<file path="src/mcf_pkg.sv">
// Types, constants and helpers for the memory candidate filter.
// No dependencies; used by every module of the block.
package mcf_pkg;

    localparam int MEMORY_BYTES = 2097152;
    localparam int CNT_W        = $clog2(MEMORY_BYTES);
    localparam int OUT_ADDR_W   = 21;
    localparam logic [CNT_W-1:0] LAST_ADDR = CNT_W'(MEMORY_BYTES - 1);

    typedef enum logic [2:0] {
        CFG_SEARCH_MODE = 3'd0,
        CFG_COMPARE_OP  = 3'd1,
        CFG_DATA_SIZE   = 3'd2,
        CFG_SIGNED      = 3'd3,
        CFG_UPDATE_SNAP = 3'd4,
        CFG_SEARCH_VAL  = 3'd5
    } t_cfg_idx;

    typedef enum logic [1:0] {
        MODE_SNAP  = 2'd0,
        MODE_VALUE = 2'd1,
        MODE_ADDR  = 2'd2
    } t_mode;

    typedef enum logic [2:0] {
        OP_LT = 3'd0,
        OP_GT = 3'd1,
        OP_LE = 3'd2,
        OP_GE = 3'd3,
        OP_EQ = 3'd4,
        OP_NE = 3'd5
    } t_op;

    typedef struct packed {
        logic [1:0]  search_mode;
        logic [2:0]  compare_op;
        logic [1:0]  data_size;
        logic        signed_compare;
        logic        update_snapshot;
        logic [31:0] search_value;
    } t_mcf_cfg;

    typedef struct packed {
        logic [7:0] cur_byte;
        logic [7:0] snap_byte;
        logic       cand_in;
        logic       last_byte;
    } t_mcf_in;

    typedef struct packed {
        logic [OUT_ADDR_W-1:0] out_addr;
        logic                  cand_out;
        logic                  snap_write;
        logic [7:0]            snap_data;
        logic                  last_result;
    } t_mcf_out;

    typedef logic [2:0][7:0] t_byte3;

    typedef struct packed {
        logic       hold;
        logic [7:0] first_cur;
    } t_mcf_eval;

    // Extend a value of sz+1 bytes to 33 bits, sign-extending when sgn.
    function automatic logic signed [32:0] ext_val(input logic [31:0] v,
                                                   input logic [1:0]  sz,
                                                   input logic        sgn);
        logic signed [32:0] r;
        case (sz)
            2'd0:    r = {{25{sgn & v[7]}},  v[7:0]};
            2'd1:    r = {{17{sgn & v[15]}}, v[15:0]};
            2'd2:    r = {{9{sgn & v[23]}},  v[23:0]};
            default: r = {sgn & v[31],       v[31:0]};
        endcase
        return r;
    endfunction

endpackage

</file>
<file path="src/memory_candidate_filter_core.sv">
// Top level of the memory candidate filter: input register, byte windows, result sequencer.
// Depends on mcf_pkg and mcf_eval.
//
//  channel | handshake                 | payload
//  --------+---------------------------+----------------------------------
//  in      | i_in_valid / o_in_ready   | i_in_data  (t_mcf_in)
//  out     | o_out_valid / i_out_ready | o_out_data (t_mcf_out)
//  cfg     | i_cfg_we                  | i_cfg_index, i_cfg_data
//
// One byte per cycle sustained while the output is ready; a byte enters the input
// register, is evaluated and moves into the result register. A final byte yields
// data_size+1 results (fewer on a short image), sent one per cycle from the result
// register while the output is ready. The input register keeps taking one transaction
// while a result waits. Synchronous active-low reset clears the windows, the address
// counter, the configuration and both valid stages.
module memory_candidate_filter_core import mcf_pkg::*; (
    input  logic        i_clk,
    input  logic        i_rst_n,
    input  logic        i_in_valid,
    output logic        o_in_ready,
    input  t_mcf_in     i_in_data,
    output logic        o_out_valid,
    input  logic        i_out_ready,
    output t_mcf_out    o_out_data,
    input  logic        i_cfg_we,
    input  logic [2:0]  i_cfg_index,
    input  logic [31:0] i_cfg_data
);

    t_mcf_cfg         r_cfg;
    logic             r_a_valid;
    t_mcf_in          r_a_data;
    t_byte3           r_cur_win;
    t_byte3           r_snap_win;
    logic [2:0]       r_cand_win;
    logic [CNT_W-1:0] r_cnt;

    logic [2:0]       r_b_cnt;
    logic [CNT_W-1:0] r_b_addr;
    logic             r_b_main;
    logic             r_b_cand;
    logic             r_b_wr;
    logic [7:0]       r_b_data;
    logic             r_b_last;

    logic             a_move;
    logic             b_take;
    logic             b_done;
    logic             is_last;
    logic             has_main;
    logic [CNT_W-1:0] lag_ext;
    logic [CNT_W-1:0] main_addr;
    logic [2:0]       tail_cnt;
    logic [2:0]       n_b_cnt;
    t_mcf_eval        eval;

    assign lag_ext   = CNT_W'(r_cfg.data_size);
    assign has_main  = r_cnt >= lag_ext;
    assign main_addr = r_cnt - lag_ext;
    assign is_last   = r_a_data.last_byte || (r_cnt >= LAST_ADDR);

    // Before the window fills r_cnt < data_size <= 3, so two bits hold it.
    always_comb begin
        if (!is_last)
            tail_cnt = 3'd0;
        else if (has_main)
            tail_cnt = {1'b0, r_cfg.data_size};
        else
            tail_cnt = {1'b0, r_cnt[1:0]} + 3'd1;
        n_b_cnt = tail_cnt + {2'b00, has_main};
    end

    mcf_eval u_eval (
        .i_cfg      (r_cfg),
        .i_cur      (r_a_data.cur_byte),
        .i_snap     (r_a_data.snap_byte),
        .i_cand     (r_a_data.cand_in),
        .i_cur_win  (r_cur_win),
        .i_snap_win (r_snap_win),
        .i_cand_win (r_cand_win),
        .i_addr     (main_addr),
        .o_eval     (eval)
    );

    assign o_out_valid = r_b_cnt != 3'd0;
    assign b_take      = o_out_valid && i_out_ready;
    assign b_done      = b_take && (r_b_cnt == 3'd1);
    assign a_move      = r_a_valid && (!o_out_valid || b_done);
    assign o_in_ready  = !r_a_valid || a_move;

    always_ff @(posedge i_clk) begin
        if (!i_rst_n) begin
            r_cfg <= '0;
        end else if (i_cfg_we) begin
            unique case (i_cfg_index)
                CFG_SEARCH_MODE: r_cfg.search_mode     <= i_cfg_data[1:0];
                CFG_COMPARE_OP:  r_cfg.compare_op      <= i_cfg_data[2:0];
                CFG_DATA_SIZE:   r_cfg.data_size       <= i_cfg_data[1:0];
                CFG_SIGNED:      r_cfg.signed_compare  <= i_cfg_data[0];
                CFG_UPDATE_SNAP: r_cfg.update_snapshot <= i_cfg_data[0];
                CFG_SEARCH_VAL:  r_cfg.search_value    <= i_cfg_data;
                default: ;
            endcase
        end
    end

    // Input register.
    always_ff @(posedge i_clk) begin
        if (!i_rst_n) begin
            r_a_valid <= 1'b0;
        end else if (o_in_ready) begin
            r_a_valid <= i_in_valid;
        end
    end

    always_ff @(posedge i_clk) begin
        if (o_in_ready && i_in_valid) begin
            r_a_data <= i_in_data;
        end
    end

    // Windows and address counter advance as a byte moves to the result stage; the last byte clears them.
    always_ff @(posedge i_clk) begin
        if (!i_rst_n) begin
            r_cur_win  <= '0;
            r_snap_win <= '0;
            r_cand_win <= '0;
            r_cnt      <= '0;
        end else if (a_move) begin
            if (is_last) begin
                r_cur_win  <= '0;
                r_snap_win <= '0;
                r_cand_win <= '0;
                r_cnt      <= '0;
            end else begin
                r_cur_win  <= {r_cur_win[1:0], r_a_data.cur_byte};
                r_snap_win <= {r_snap_win[1:0], r_a_data.snap_byte};
                r_cand_win <= {r_cand_win[1:0], r_a_data.cand_in};
                r_cnt      <= r_cnt + 1'b1;
            end
        end
    end

    // Result register: a run of consecutive addresses, the first one possibly live.
    always_ff @(posedge i_clk) begin
        if (!i_rst_n) begin
            r_b_cnt <= 3'd0;
        end else if (a_move) begin
            r_b_cnt <= n_b_cnt;
        end else if (b_take) begin
            r_b_cnt <= r_b_cnt - 3'd1;
        end
    end

    always_ff @(posedge i_clk) begin
        if (a_move) begin
            r_b_addr <= has_main ? main_addr : '0;
            r_b_main <= has_main;
            r_b_cand <= eval.hold;
            r_b_wr   <= eval.hold && r_cfg.update_snapshot;
            r_b_data <= (eval.hold && r_cfg.update_snapshot) ? eval.first_cur : 8'd0;
            r_b_last <= is_last;
        end else if (b_take) begin
            r_b_addr <= r_b_addr + 1'b1;
            r_b_main <= 1'b0;
        end
    end

    assign o_out_data.out_addr    = OUT_ADDR_W'(r_b_addr);
    assign o_out_data.cand_out    = r_b_main && r_b_cand;
    assign o_out_data.snap_write  = r_b_main && r_b_wr;
    assign o_out_data.snap_data   = r_b_main ? r_b_data : 8'd0;
    assign o_out_data.last_result = r_b_last && (r_b_cnt == 3'd1);

endmodule

</file>
<file path="src/mcf_eval.sv">
// Value assembly and relation test for one address of the memory candidate filter.
// Depends on mcf_pkg.
module mcf_eval import mcf_pkg::*; (
    input  t_mcf_cfg         i_cfg,
    input  logic [7:0]       i_cur,
    input  logic [7:0]       i_snap,
    input  logic             i_cand,
    input  t_byte3           i_cur_win,
    input  t_byte3           i_snap_win,
    input  logic [2:0]       i_cand_win,
    input  logic [CNT_W-1:0] i_addr,
    output t_mcf_eval        o_eval
);

    logic [31:0]        cu;
    logic [31:0]        su;
    logic [7:0]         first_cur;
    logic               first_cand;
    logic signed [32:0] op_a;
    logic signed [32:0] op_b;
    logic               mode_ok;
    logic               lt;
    logic               eq;
    logic               rel;

    // Oldest byte is the low byte of the value.
    always_comb begin
        case (i_cfg.data_size)
            2'd0: begin
                cu         = {24'd0, i_cur};
                su         = {24'd0, i_snap};
                first_cur  = i_cur;
                first_cand = i_cand;
            end
            2'd1: begin
                cu         = {16'd0, i_cur, i_cur_win[0]};
                su         = {16'd0, i_snap, i_snap_win[0]};
                first_cur  = i_cur_win[0];
                first_cand = i_cand_win[0];
            end
            2'd2: begin
                cu         = {8'd0, i_cur, i_cur_win[0], i_cur_win[1]};
                su         = {8'd0, i_snap, i_snap_win[0], i_snap_win[1]};
                first_cur  = i_cur_win[1];
                first_cand = i_cand_win[1];
            end
            default: begin
                cu         = {i_cur, i_cur_win[0], i_cur_win[1], i_cur_win[2]};
                su         = {i_snap, i_snap_win[0], i_snap_win[1], i_snap_win[2]};
                first_cur  = i_cur_win[2];
                first_cand = i_cand_win[2];
            end
        endcase
    end

    always_comb begin
        mode_ok = 1'b1;
        op_a    = ext_val(cu, i_cfg.data_size, i_cfg.signed_compare);
        case (i_cfg.search_mode)
            MODE_SNAP:  op_b = ext_val(su, i_cfg.data_size, i_cfg.signed_compare);
            MODE_VALUE: op_b = ext_val(i_cfg.search_value, 2'd3, i_cfg.signed_compare);
            MODE_ADDR: begin
                op_a = signed'({{(33-CNT_W){1'b0}}, i_addr});
                op_b = ext_val(i_cfg.search_value, 2'd3, 1'b1);
            end
            default: begin
                op_b    = '0;
                mode_ok = 1'b0;
            end
        endcase
    end

    assign lt = op_a < op_b;
    assign eq = op_a == op_b;

    always_comb begin
        case (i_cfg.compare_op)
            OP_LT:   rel = lt;
            OP_GT:   rel = !lt && !eq;
            OP_LE:   rel = lt || eq;
            OP_GE:   rel = !lt;
            OP_EQ:   rel = eq;
            default: rel = !eq;
        endcase
    end

    assign o_eval.hold      = rel && mode_ok && first_cand;
    assign o_eval.first_cur = first_cur;

endmodule

</file>
<file path="config.mk">
export PLATFORM = sky130hd
export DESIGN_NAME = memory_candidate_filter_core
export DESIGN_NICKNAME = d
export VERILOG_FILES = /design/src/mcf_pkg.sv /design/src/memory_candidate_filter_core.sv /design/src/mcf_eval.sv
export SDC_FILE = /design/constraint.sdc
export NUM_CORES = 1
export LEC_CHECK = 0
export BUFFER_PORTS_ARGS = -buffer_cell sky130_fd_sc_hd__buf_2
export CAP_MARGIN = 20
export CELL_PAD_IN_SITES_DETAIL_PLACEMENT = 0
export CELL_PAD_IN_SITES_GLOBAL_PLACEMENT = 1
export CORE_ASPECT_RATIO = 0.8
export CORE_MARGIN = 3
export CORE_UTILIZATION = 47
export CTS_BUF_LIST = sky130_fd_sc_hd__clkbuf_4 sky130_fd_sc_hd__clkbuf_8
export DETAILED_ROUTE_END_ITERATION = 6
export PLACE_DENSITY_LB_ADDON = 0.1
export SLEW_MARGIN = 5
export SYNTH_ARGS = -nofsm -noshare
export SYNTH_HDL_FRONTEND = slang
export SYNTH_SLANG_ARGS = --single-unit
</file>
<file path="constraint.sdc">
create_clock -name i_clk -period 5.6 [get_ports i_clk]
set_input_delay 1.4 -clock i_clk [delete_from_list [all_inputs] [get_ports i_clk]]
set_output_delay 1.4 -clock i_clk [all_outputs]
set_load 0.1 [all_outputs]
</file>
==> After elaboration in Yosys (flattened, before gate mapping) <==
Cells that the tools add are included.
{ "totals": {"regBits": 168, "in_bits": 58, "output_inout_bits": 34, "word_cells": 115} }
{ "classes": {"n_addsub": 6, "order_cmp": 3, "eq_ne": 15, "mux": 24, "bitwise_logic": 9, "n_reduce_logical": 32} }
{ "op_table": {"columns": ["op", "n"], "rows": [
  ["$pmux 33 s3", 3],
  ["$pmux 32 s3", 2],
  ["$mux 21", 4],
  ["$mux 24", 2],
  ["$add 21x1->21 const B", 2],
  ["$eq 33x33->1", 1],
  ["$lt 33x33->1", 1],
  ["$mux 33", 1],
  ["$pmux 8 s3", 1],
  ["$ge 21x2->1", 1],
  ["$ge 21x21->1 const B", 1],
  ["$sub 21x2->21", 1],
  ["$mux 3", 5],
  ["$eq 3x2->1 const B", 4],
  ["$reduce_and 2->1", 6],
  ["$logic_and 1x1->1", 11],
  ["$and 1x1->1", 9],
  ["$eq 3x1->1 const B", 3],
  ["$eq 3x3->1 const B", 3],
  ["$mux 8", 1],
  ["$logic_not 3->1", 2],
  ["$pmux 1 s5", 1],
  ["$eq 2x1->1 const B", 2],
  ["$eq 2x2->1 const B", 2],
  ["11 further kinds", 20]
]} }

==> Longest topological paths before layout <==
Gate-level depths: netlist (run 1).
{ "logic_depth": {"ltp_word": 12, "depth_mapped": 21, "ltp_nobuf": 20} }

==> Hierarchy <==
From an unflattened synthesis (run 1), not the netlist that was laid out.
{ "hier_totals": {"cells_unflattened": 1160, "hier_area_um2": 10082.2} }
{ "modules_own_cells": {"columns": ["module", "instances", "cells_each", "area_per_inst_um2"], "rows": [
  ["memory_candidate_filter_core", 1, 771, 7299.5],
  ["mcf_eval", 1, 389, 2782.7]
]} }

==> Worst setup path after synthesis (run 1) <==
Ideal clock, no wire load.
{ "synth_path": {"path_type": "input-to-output", "from": "input i_out_ready", "to": "output o_in_ready", "arrival_ps": 3623, "required_ps": 4200, "slack_ps": 577, "path_stages": 2, "path_cell_list": "a21oi_1 -> o21ai_0"} }
{ "synth_via": {"elab_chain_len": 5} }
{ "synth_rtl": {"columns": ["item", "line", "rtl"], "rows": [
  ["start: declaration", "memory_candidate_filter_core.sv:23", "input logic i_out_ready,"],
  ["$logic_and 1x1->1", "memory_candidate_filter_core.sv:86", "assign b_take = o_out_valid && i_out_ready;"],
  ["$logic_and 1x1->1", "memory_candidate_filter_core.sv:87", "assign b_done = b_take && (r_b_cnt == 3'd1);"],
  ["$logic_or 1x1->1", "memory_candidate_filter_core.sv:88", "assign a_move = r_a_valid && (!o_out_valid || b_done);"],
  ["$logic_and 1x1->1", "memory_candidate_filter_core.sv:88", null],
  ["$logic_or 1x1->1", "memory_candidate_filter_core.sv:89", "assign o_in_ready = !r_a_valid || a_move;"],
  ["end: declaration", "memory_candidate_filter_core.sv:20", "output logic o_in_ready,"]
]} }
Every way passes these cells.

==> Final worst setup path (run 1) <==
{ "layout_path": {"from": "register r_cnt[0]", "to": "register r_b_data[5] (data pin)"} }
{ "layout_via": {"elab_chain_len": 9, "elab_cells_between_ends": 12} }
{ "layout_rtl": {"columns": ["item", "line", "rtl"], "rows": [
  ["start: declaration", "memory_candidate_filter_core.sv:36", "logic [CNT_W-1:0] r_cnt;"],
  ["start signal: assignment", "memory_candidate_filter_core.sv:139", "r_cnt <= r_cnt + 1'b1;"],
  ["$sub 21x2->21 *", "memory_candidate_filter_core.sv:59", "assign main_addr = r_cnt - lag_ext;"],
  ["$mux 33 *", "mcf_eval.sv:59", "case (i_cfg.search_mode)"],
  ["$lt 33x33->1 / $eq 33x33->1 (equally long branches)", "mcf_eval.sv:73, mcf_eval.sv:74", null],
  ["$logic_not 1->1, on equally long branches", "mcf_eval.sv:79, mcf_eval.sv:81, mcf_eval.sv:83", null],
  ["$logic_and 1x1->1", "mcf_eval.sv:79", "OP_GT: rel = !lt && !eq;"],
  ["$pmux 1 s5 *", "mcf_eval.sv:77", "case (i_cfg.compare_op)"],
  ["$logic_and 1x1->1 * (2 in series)", "mcf_eval.sv:87", "assign o_eval.hold = rel && mode_ok && first_cand;"],
  ["$logic_and 1x1->1 *", "memory_candidate_filter_core.sv:161", "r_b_data <= (eval.hold && r_cfg.update_snapshot) ? eval.first_cur : 8'd0;"],
  ["end signal: assignment", "memory_candidate_filter_core.sv:161", null],
  ["end: declaration", "memory_candidate_filter_core.sv:43", "logic [7:0] r_b_data;"]
]} }
Mark *: on every way between the ends. The rest lies on a longest branch, timed or not.
A chain may end at the register's enable or synchronous reset.

==> results.json, run 1 <==
{
  "status": "finished clean",
  "area_enclosed_by_the_die_boundary_sq_mm": 0.0228,
  "number_of_different_library_cells_in_the_post_synthesis_netlist": 61,
  "worstPathRequired_ns": 5.92,
  "portBuffers": 91,
  "yosys-top-cells-area": "sky130_fd_sc_hd__dfxtp_1, sky130_fd_sc_hd__edfxtp_1, sky130_fd_sc_hd__nand2_1",
  "synth-edff-count": 51,
  "net_sw_power_uw": 2120,
  "worst_hold_path.num_cells": 2,
  "dpl.hpwl_microns": 21200,
  "cts.hold.buffers_added": 0,
  "switching_share_pct": 48.9,
  "synthToLayoutAreaGrowth_pct": 10.3,
  "number_of_cts_inserted_buffers": 17,
  "drive_gt1_share_pct": 14.9,
  "power_report.internal_total_uw": 2220,
  "most_common_cell_after_layout_fill_and_taps_aside": "sky130_fd_sc_hd__nand2_1",
  "placed_inst_area_sq_mm": 0.0104,
  "maxSlewViolCount": 0,
  "clock_skew_ns": 0.0170,
  "yosysWarningCount": 0,
  "cp_data_arrival_time_ns": 5.28,
  "antenna_violations_before_repair": 0,
  "synth_async_sr_flop_share_pct": 0,
  "critical_path.reg2reg.startpoint": "r_cnt[0]",
  "netlist_instances": 1148,
  "crit_chain": "inv_1 > ha_1 > inv_1 > fa_1 > nor3_1 > nand2_1 > nor2_1 > nand2_1 > nor4_1 > xnor2_1 > o21ai_0 > ha_1 > nand4_1 > nor4_1 > nand3_1 > a21oi_1 > o21ai_0 > o311a_1 > o32a_2 > nor3b_2",
  "final.fill_count": 1946,
  "cp_max_fo": 10,
  "wirelength_microns": 28500,
  "ir_worst_vdd_mv": 0.490,
  "power_per_cell_area_mw_per_mm2": 399,
  "power_frac_seq_pct": 38.6,
  "hold_path.class": "flop to flop",
  "fp.dieW_microns": 168,
  "via_count": 8537,
  "timing.hold.worst.start": "r_snap_win[23]",
  "tritoncts_num_sinks": 168,
  "part_of_the_yosys_area_used_for_sequential_elements_pct": 39.3,
  "hold_slack_ns": 0.459,
  "grt_start_max_net_pins": 74,
  "gate_power_share_pct": 41.1,
  "finalCritPeriodShare_pct": 88.5,
  "fp-row-count": 46,
  "worstRegToRegCells": 20,
  "mostFrequentLayoutCells": "sky130_fd_sc_hd__nand2_1, sky130_fd_sc_hd__dfxtp_1, sky130_fd_sc_hd__a21oi_1",
  "via_per_inst": 5.79,
  "timing.final.hold_violations": 0,
  "headroom_to_the_max_slew_limit_pct": 33.9,
  "fin_setup_tns_ns": 0,
  "tritoncts": "built",
  "worst_slew_pin_slew_ns": 0.991,
  "route.detailed.wl_per_inst_microns": 19.3,
  "post_synth.cell_area_avg_sq_um": 8.59,
  "post-synth-top-area-fraction_pct": 23.7,
  "grt_remaining_overflow": 0,
  "placeableCoreArea_sq_mm": 0.0202,
  "drc": 0,
  "top_reg_cell_synth": "sky130_fd_sc_hd__dfxtp_1",
  "synthesis.area_sq_mm": 0.00987,
  "first_pass_grt_wire_length_microns": 43500,
  "crit_type": "flop to flop",
  "layoutNonFillerInstCount": 1474,
  "setup_viol": 0,
  "slowest_stage_cell_crit_path": "sky130_fd_sc_hd__o32a_2",
  "postLayoutCellArea_sq_mm": 0.0109,
  "dp_cells": 1440,
  "cts-root-to-sink-buffers": 2,
  "critical-path-max-stage-delay_ns": 0.45,
  "drt_first_pass_iters": 5,
  "synth-seq-cells": 168,
  "maxClockFrequency_mhz": 202,
  "design.portCount": 92,
  "timing.critical_path.from_type": "flop",
  "ant_nets": 0,
  "timing.critical_path.to_type": "flop",
  "groute.usage.overall_pct": 24.8,
  "max_cap_viol_count": 0,
  "diodes": 0,
  "path_buf_inv": 2,
  "power_leakage_uw": 0.00394,
  "power.clock.fraction_pct": 20.3,
  "floorplan.initialDensity_pct": 48.8,
  "synthesized_netlist_net_count": 1249,
  "gpl.final_weighted_congestion": 0.925,
  "chipHeight_microns": 136,
  "clock_latency_ns": 0.49,
  "cp_top_family": "simple AND/OR/NAND/NOR gates",
  "grt_pass1_vias": 7343,
  "r2r_slack_ns": 0.64,
  "ctsHtreeMaxLevel": 4,
  "drt_first_iter_violations": 1077,
  "unrepaired_setup_endpoints_after_global_routing": "false",
  "whs_endpoint": "r_snap_win[23]",
  "period_minus_slack_ns": 4.96,
  "root_buffer": "sky130_fd_sc_hd__clkbuf_8",
  "path_clk_slew_ns": 0.10,
  "r2r-end": "r_b_data[5]",
  "nets": 1298,
  "synth_top_area_cell": "sky130_fd_sc_hd__dfxtp_1"
}
-- synth_stat cells (6+ instances only) --
cell type,instances
sky130_fd_sc_hd__a211oi_1,10
sky130_fd_sc_hd__a21boi_0,35
sky130_fd_sc_hd__a21o_1,7
sky130_fd_sc_hd__a21oi_1,113
sky130_fd_sc_hd__a22oi_1,14
sky130_fd_sc_hd__and2_1,14
sky130_fd_sc_hd__and3_1,11
sky130_fd_sc_hd__buf_1,6
sky130_fd_sc_hd__buf_2,15
sky130_fd_sc_hd__clkbuf_1,51
sky130_fd_sc_hd__dfxtp_1,117
sky130_fd_sc_hd__edfxtp_1,51
sky130_fd_sc_hd__ha_1,42
sky130_fd_sc_hd__inv_1,18
sky130_fd_sc_hd__mux2i_1,36
sky130_fd_sc_hd__mux4_2,17
sky130_fd_sc_hd__nand2_1,244
sky130_fd_sc_hd__nand2b_1,7
sky130_fd_sc_hd__nand3_1,25
sky130_fd_sc_hd__nand4_1,20
sky130_fd_sc_hd__nor2_1,74
sky130_fd_sc_hd__nor2b_1,9
sky130_fd_sc_hd__nor3_1,15
sky130_fd_sc_hd__nor3b_2,8
sky130_fd_sc_hd__nor4_1,9
sky130_fd_sc_hd__o21a_1,17
sky130_fd_sc_hd__o21ai_0,41
sky130_fd_sc_hd__o22ai_1,8
sky130_fd_sc_hd__o31ai_1,8
sky130_fd_sc_hd__xnor2_1,30
sky130_fd_sc_hd__xor2_1,28
-- flip-flops by register name (all words and copies together), names as in the netlist --
name / flops
r_a_data: 18
r_b_wr: 1
r_b_last: 1
r_b_cand: 1
r_cnt: 21
r_b_main: 1
r_a_valid: 1
r_cur_win: 24
r_b_data: 8
r_b_cnt: 3
lag_ext: 2
r_b_addr: 21
r_cfg: 39
r_cand_win: 3
r_snap_win: 24
-- metrics by stage --
step,power [uW],utilization [%],worst slack [ns]
after detailed placement,3460,51.7,0.714
final,4340,53.9,0.641
after global routing,4540,53.9,0.132
after global placement,3460,51.6,0.763
after CTS,4340,53.7,0.668
after floorplan,3090,-,0.577
-- kinds of logic after synthesis --
| family | Yosys count | synth area share, % |
|---|---|---|
| compound gates | 275 | 17.1 |
| fa+ha+maj | 43 | 5.53 |
| buf+inv | 95 | 4.03 |
| mux | 55 | 7.76 |
| flops | 168 | 39.3 |
| xor+xnor | 58 | 5.15 |
| simple gates | 454 | 21.1 |
-- routing by layer --
| metal | vias to the layer above | wire, microns | GRT usage (%) |
|---|---|---|---|
| li1 | 4146 | - | - |
| met1 | 4006 | 14600 | 42.3 |
| met2 | 360 | 10700 | 31.2 |
| met3 | 25 | 2780 | 4.64 |
| met4 | 0 | 403 | 5.63 |
| met5 | - | 0 | 0 |
-- worst register-to-register path: cells and delay by family, from the launching register on --
family,cells,cell delay [ns]
DFF,1,0.38
AOI/OAI and AO/OA,5,1.07
and+or+nand+nor,9,2.09
adders and majority gates,3,0.90
buffers and inverters,2,0.14
xor gates and xnor gates,1,0.22
-- layout make-up --
type	count	area, sq um	share of cell area, %
tap	264	330	3.03
timing repair buffer	105	583	5.36
clock buffer	17	234	2.15
multi-input combinational	885	5610	51.5
sequential	168	3880	35.6
clock inverter	15	176	1.62
inverter	20	75.1	0.690
-- what timing repair did --
action,CTS,global route
setup buffers,0,0
endpoints found under the setup margin,0,2
gates resized for setup,0,1
-- power by group through the flow --
stage	combinational, uW	clock [uW]	sequential, uW
after global placement	1760	0	1700
after detailed placement	1760	0	1700
after global routing	1890	954	1700
after floorplan	865	0	2220
after CTS	1770	900	1670
final	1780	880	1680
-- worst max path at each step --
stage                      startpoint          end  slack [ns]  cells after the start
after CTS                    r_cnt[0]  r_b_data[5]        0.67                     20
after detailed placement     r_cnt[0]  r_b_data[5]        0.71                     20
after floorplan           i_out_ready   o_in_ready        0.58                      2
after global routing         r_cnt[0]  r_b_data[0]        0.13                     20
final                        r_cnt[0]  r_b_data[5]        0.64                     20
after global placement       r_cnt[0]  r_b_data[4]        0.76                     20
Power figures use the tool's default switching activity.
==> run 2, diff against run 1 <==
--- a/config.mk
+++ b/config.mk
@@ -13,5 +13,6 @@
 export CORE_MARGIN = 3
-export CORE_UTILIZATION = 47
+export CORE_UTILIZATION = 30
 export CTS_BUF_LIST = sky130_fd_sc_hd__clkbuf_4 sky130_fd_sc_hd__clkbuf_8
 export DETAILED_ROUTE_END_ITERATION = 6
+export HOLD_SLACK_MARGIN = 0.08
 export PLACE_DENSITY_LB_ADDON = 0.1
==> constraint.sdc (replaced) <==
create_clock -name i_clk -period 5.6 [get_ports i_clk]
set_input_delay 0.56 -clock i_clk [delete_from_list [all_inputs] [get_ports i_clk]]
set_output_delay 0.56 -clock i_clk [all_outputs]
set_load 0.1 [all_outputs]
==> run 2 against run 1 <==
Net effect:
- die area is 54% higher
- register-to-register slack better by 0.02 ns
- largest power group unchanged
- global-route usage is 6.4 points lower
- routed wire length is 13% higher
- sequential power hardly changed
- largest cell class unchanged
- sequential share of layout area is 0.76 points lower
==> results.json, run 2 (same netlist as run 1, synthesis figures left out) <==
{
  "period_minus_slack_ns": 4.94,
  "slowest_stage_cell_crit_path": "sky130_fd_sc_hd__o32a_1",
  "worst_setup_path_startpoint": "r_cnt[0]",
  "power_leakage_uw": 0.00397,
  "maxClockFrequency_mhz": 202,
  "critical-path-max-stage-delay_ns": 0.51,
  "net_sw_power_uw": 2090,
  "gate_power_share_pct": 40.4,
  "timing.critical_path.to_type": "flop",
  "timing.hold.worst.start": "i_in_data[0]",
  "antenna_violations_before_repair": 2,
  "area_taken_by_multi_input_logic_gates_sq_mm": 0.00561,
  "path_clk_slew_ns": 0.10,
  "fp.dieW_microns": 209,
  "top_register": "r_cfg",
  "most_common_cell_after_layout_fill_and_taps_aside": "sky130_fd_sc_hd__nand2_1",
  "chipHeight_microns": 168,
  "cts_resized": 0,
  "groute.usage.overall_pct": 18.4,
  "area_enclosed_by_the_die_boundary_sq_mm": 0.0351,
  "nets": 1303,
  "finalCritPeriodShare_pct": 88.2,
  "worst_slew_pin_slew_ns": 1.02,
  "crit_type": "flop to flop",
  "headroom_to_the_max_slew_limit_pct": 31.8,
  "cp_data_arrival_time_ns": 5.17,
  "ant_nets": 0,
  "ir_worst_vdd_mv": 0.452,
  "dpl.hpwl_microns": 24400,
  "drc": 0,
  "route.detailed.wl_per_inst_microns": 19.7,
  "drt_first_pass_iters": 5,
  "floorplan.initialDensity_pct": 30.9,
  "postCtsSetupBuffers": 0,
  "fp-row-count": 58,
  "cts-root-to-sink-buffers": 2,
  "whs_endpoint": "r_a_data[0]",
  "cp_top_family": "simple AND/OR/NAND/NOR gates",
  "diodes": 0,
  "ctsHtreeMaxLevel": 4,
  "power_frac_seq_pct": 38.0,
  "root_buffer": "sky130_fd_sc_hd__clkbuf_8",
  "final.fill_count": 3364,
  "path_buf_inv": 3,
  "unrepaired_setup_endpoints_after_global_routing": "false",
  "critical_path.reg2reg.startpoint": "r_cnt[0]",
  "worst_hold_path.num_cells": 1,
  "setup_viol": 0,
  "wirelength_microns": 32300,
  "largest_register_ff_count": 39,
  "power_per_cell_area_mw_per_mm2": 400,
  "drt_first_iter_violations": 753,
  "status": "finished clean",
  "worstRegToRegCells": 21,
  "p_total_uw": 4450,
  "clock_latency_ns": 0.50,
  "clock_skew_ns": 0.0174,
  "power.clock.fraction_pct": 21.6,
  "grt_remaining_overflow": 0,
  "power_report.internal_total_uw": 2370,
  "first_pass_grt_wire_length_microns": 49500,
  "r2r_slack_ns": 0.66,
  "timing.final.hold_violations": 0,
  "maxSlewViolCount": 0,
  "switching_share_pct": 46.8,
  "via_count": 8366,
  "synthToLayoutAreaGrowth_pct": 12.8,
  "timing.critical_path.from_type": "flop",
  "design.portCount": 92,
  "portBuffers": 91,
  "r2r-end": "r_b_data[3]",
  "via_per_inst": 5.12,
  "ff_latch_area_sq_mm": 0.00388,
  "gpl.final_weighted_congestion": 0.844,
  "mostFrequentLayoutCells": "sky130_fd_sc_hd__nand2_1, sky130_fd_sc_hd__dfxtp_1, sky130_fd_sc_hd__a21oi_1",
  "hold_path.class": "primary input to flop",
  "tritoncts": "built",
  "crit_chain": "inv_1 > ha_1 > inv_1 > fa_1 > nor3_1 > buf_4 > nand2_1 > nor2_1 > nand2_1 > nor4_1 > xnor2_1 > o21ai_0 > ha_1 > nand4_1 > nor4_1 > nand3_1 > o31ai_1 > nand2_1 > nor2_1 > o32a_1 > nor3b_2",
  "cp_max_fo": 10,
  "largest_registers": "r_cfg x39, r_cur_win x24, r_snap_win x24",
  "cell_seen_most_often_among_critical_path_stages": "sky130_fd_sc_hd__nand2_1",
  "fin_setup_tns_ns": 0,
  "drive_gt1_share_pct": 15.1,
  "cts.hold.buffers_added": 0,
  "grt_pass1_vias": 7855,
  "tritoncts_num_sinks": 168,
  "worstPathRequired_ns": 5.83,
  "placeableCoreArea_sq_mm": 0.0319,
  "max_cap_viol_count": 0,
  "grt_start_max_net_pins": 59,
  "number_of_cts_inserted_buffers": 17
}
[run 2: worst max-delay path by stage]
stage                             end  slack, ns  cells after the start
after global placement    r_b_data[3]       0.78                     14
after global routing           r_b_wr       0.26                     21
final                     r_b_data[3]       0.66                     21
after CTS                 r_b_data[3]       0.67                     21
after floorplan           r_b_data[0]       0.84                     20
after detailed placement  r_b_data[3]       0.70                     21
[run 2: metrics by stage]
stage                     area [sq um]  hold WS (ns)  worst slack [ns]  util [%]  instances
final                            11100         0.226             0.659      34.8       1635
after global placement           10700         0.443             0.777      33.4       1602
after global routing             11100         0.173             0.257      34.8       1635
after detailed placement         10700         0.449             0.701      33.5       1603
after floorplan                   9870         0.433             0.839         -       1148
after CTS                        11100         0.178             0.674      34.8       1635
[run 2: routing by layer]
layer	GRT usage [%]	up-vias	part of all wire, %
met2	22.9	203	37
li1	-	4157	-
met1	31.1	3993	56
met5	0	-	0
met4	3.49	0	0.78
met3	4.23	13	6.1
[run 2: layout make-up]
| type | count | share of cell area, % |
|---|---|---|
| Multi-Input combinational cell | 885 | 50.4 |
| Sequential cell | 168 | 34.8 |
| Timing Repair Buffer | 110 | 5.44 |
| Tap cell | 420 | 4.72 |
| Clock buffer | 22 | 2.61 |
| Clock inverter | 10 | 1.28 |
| Inverter | 20 | 0.675 |
[run 2: power groups by stage]
| stage | registers [uW] | logic [uW] | clock network [uW] |
|---|---|---|---|
| finish | 1690 | 1800 | 961 |
| global route | 1720 | 1920 | 1050 |
| CTS | 1690 | 1810 | 995 |
| global placement | 1720 | 1800 | 0 |
| detailed placement | 1720 | 1810 | 0 |
| floorplan | 2220 | 865 | 0 |
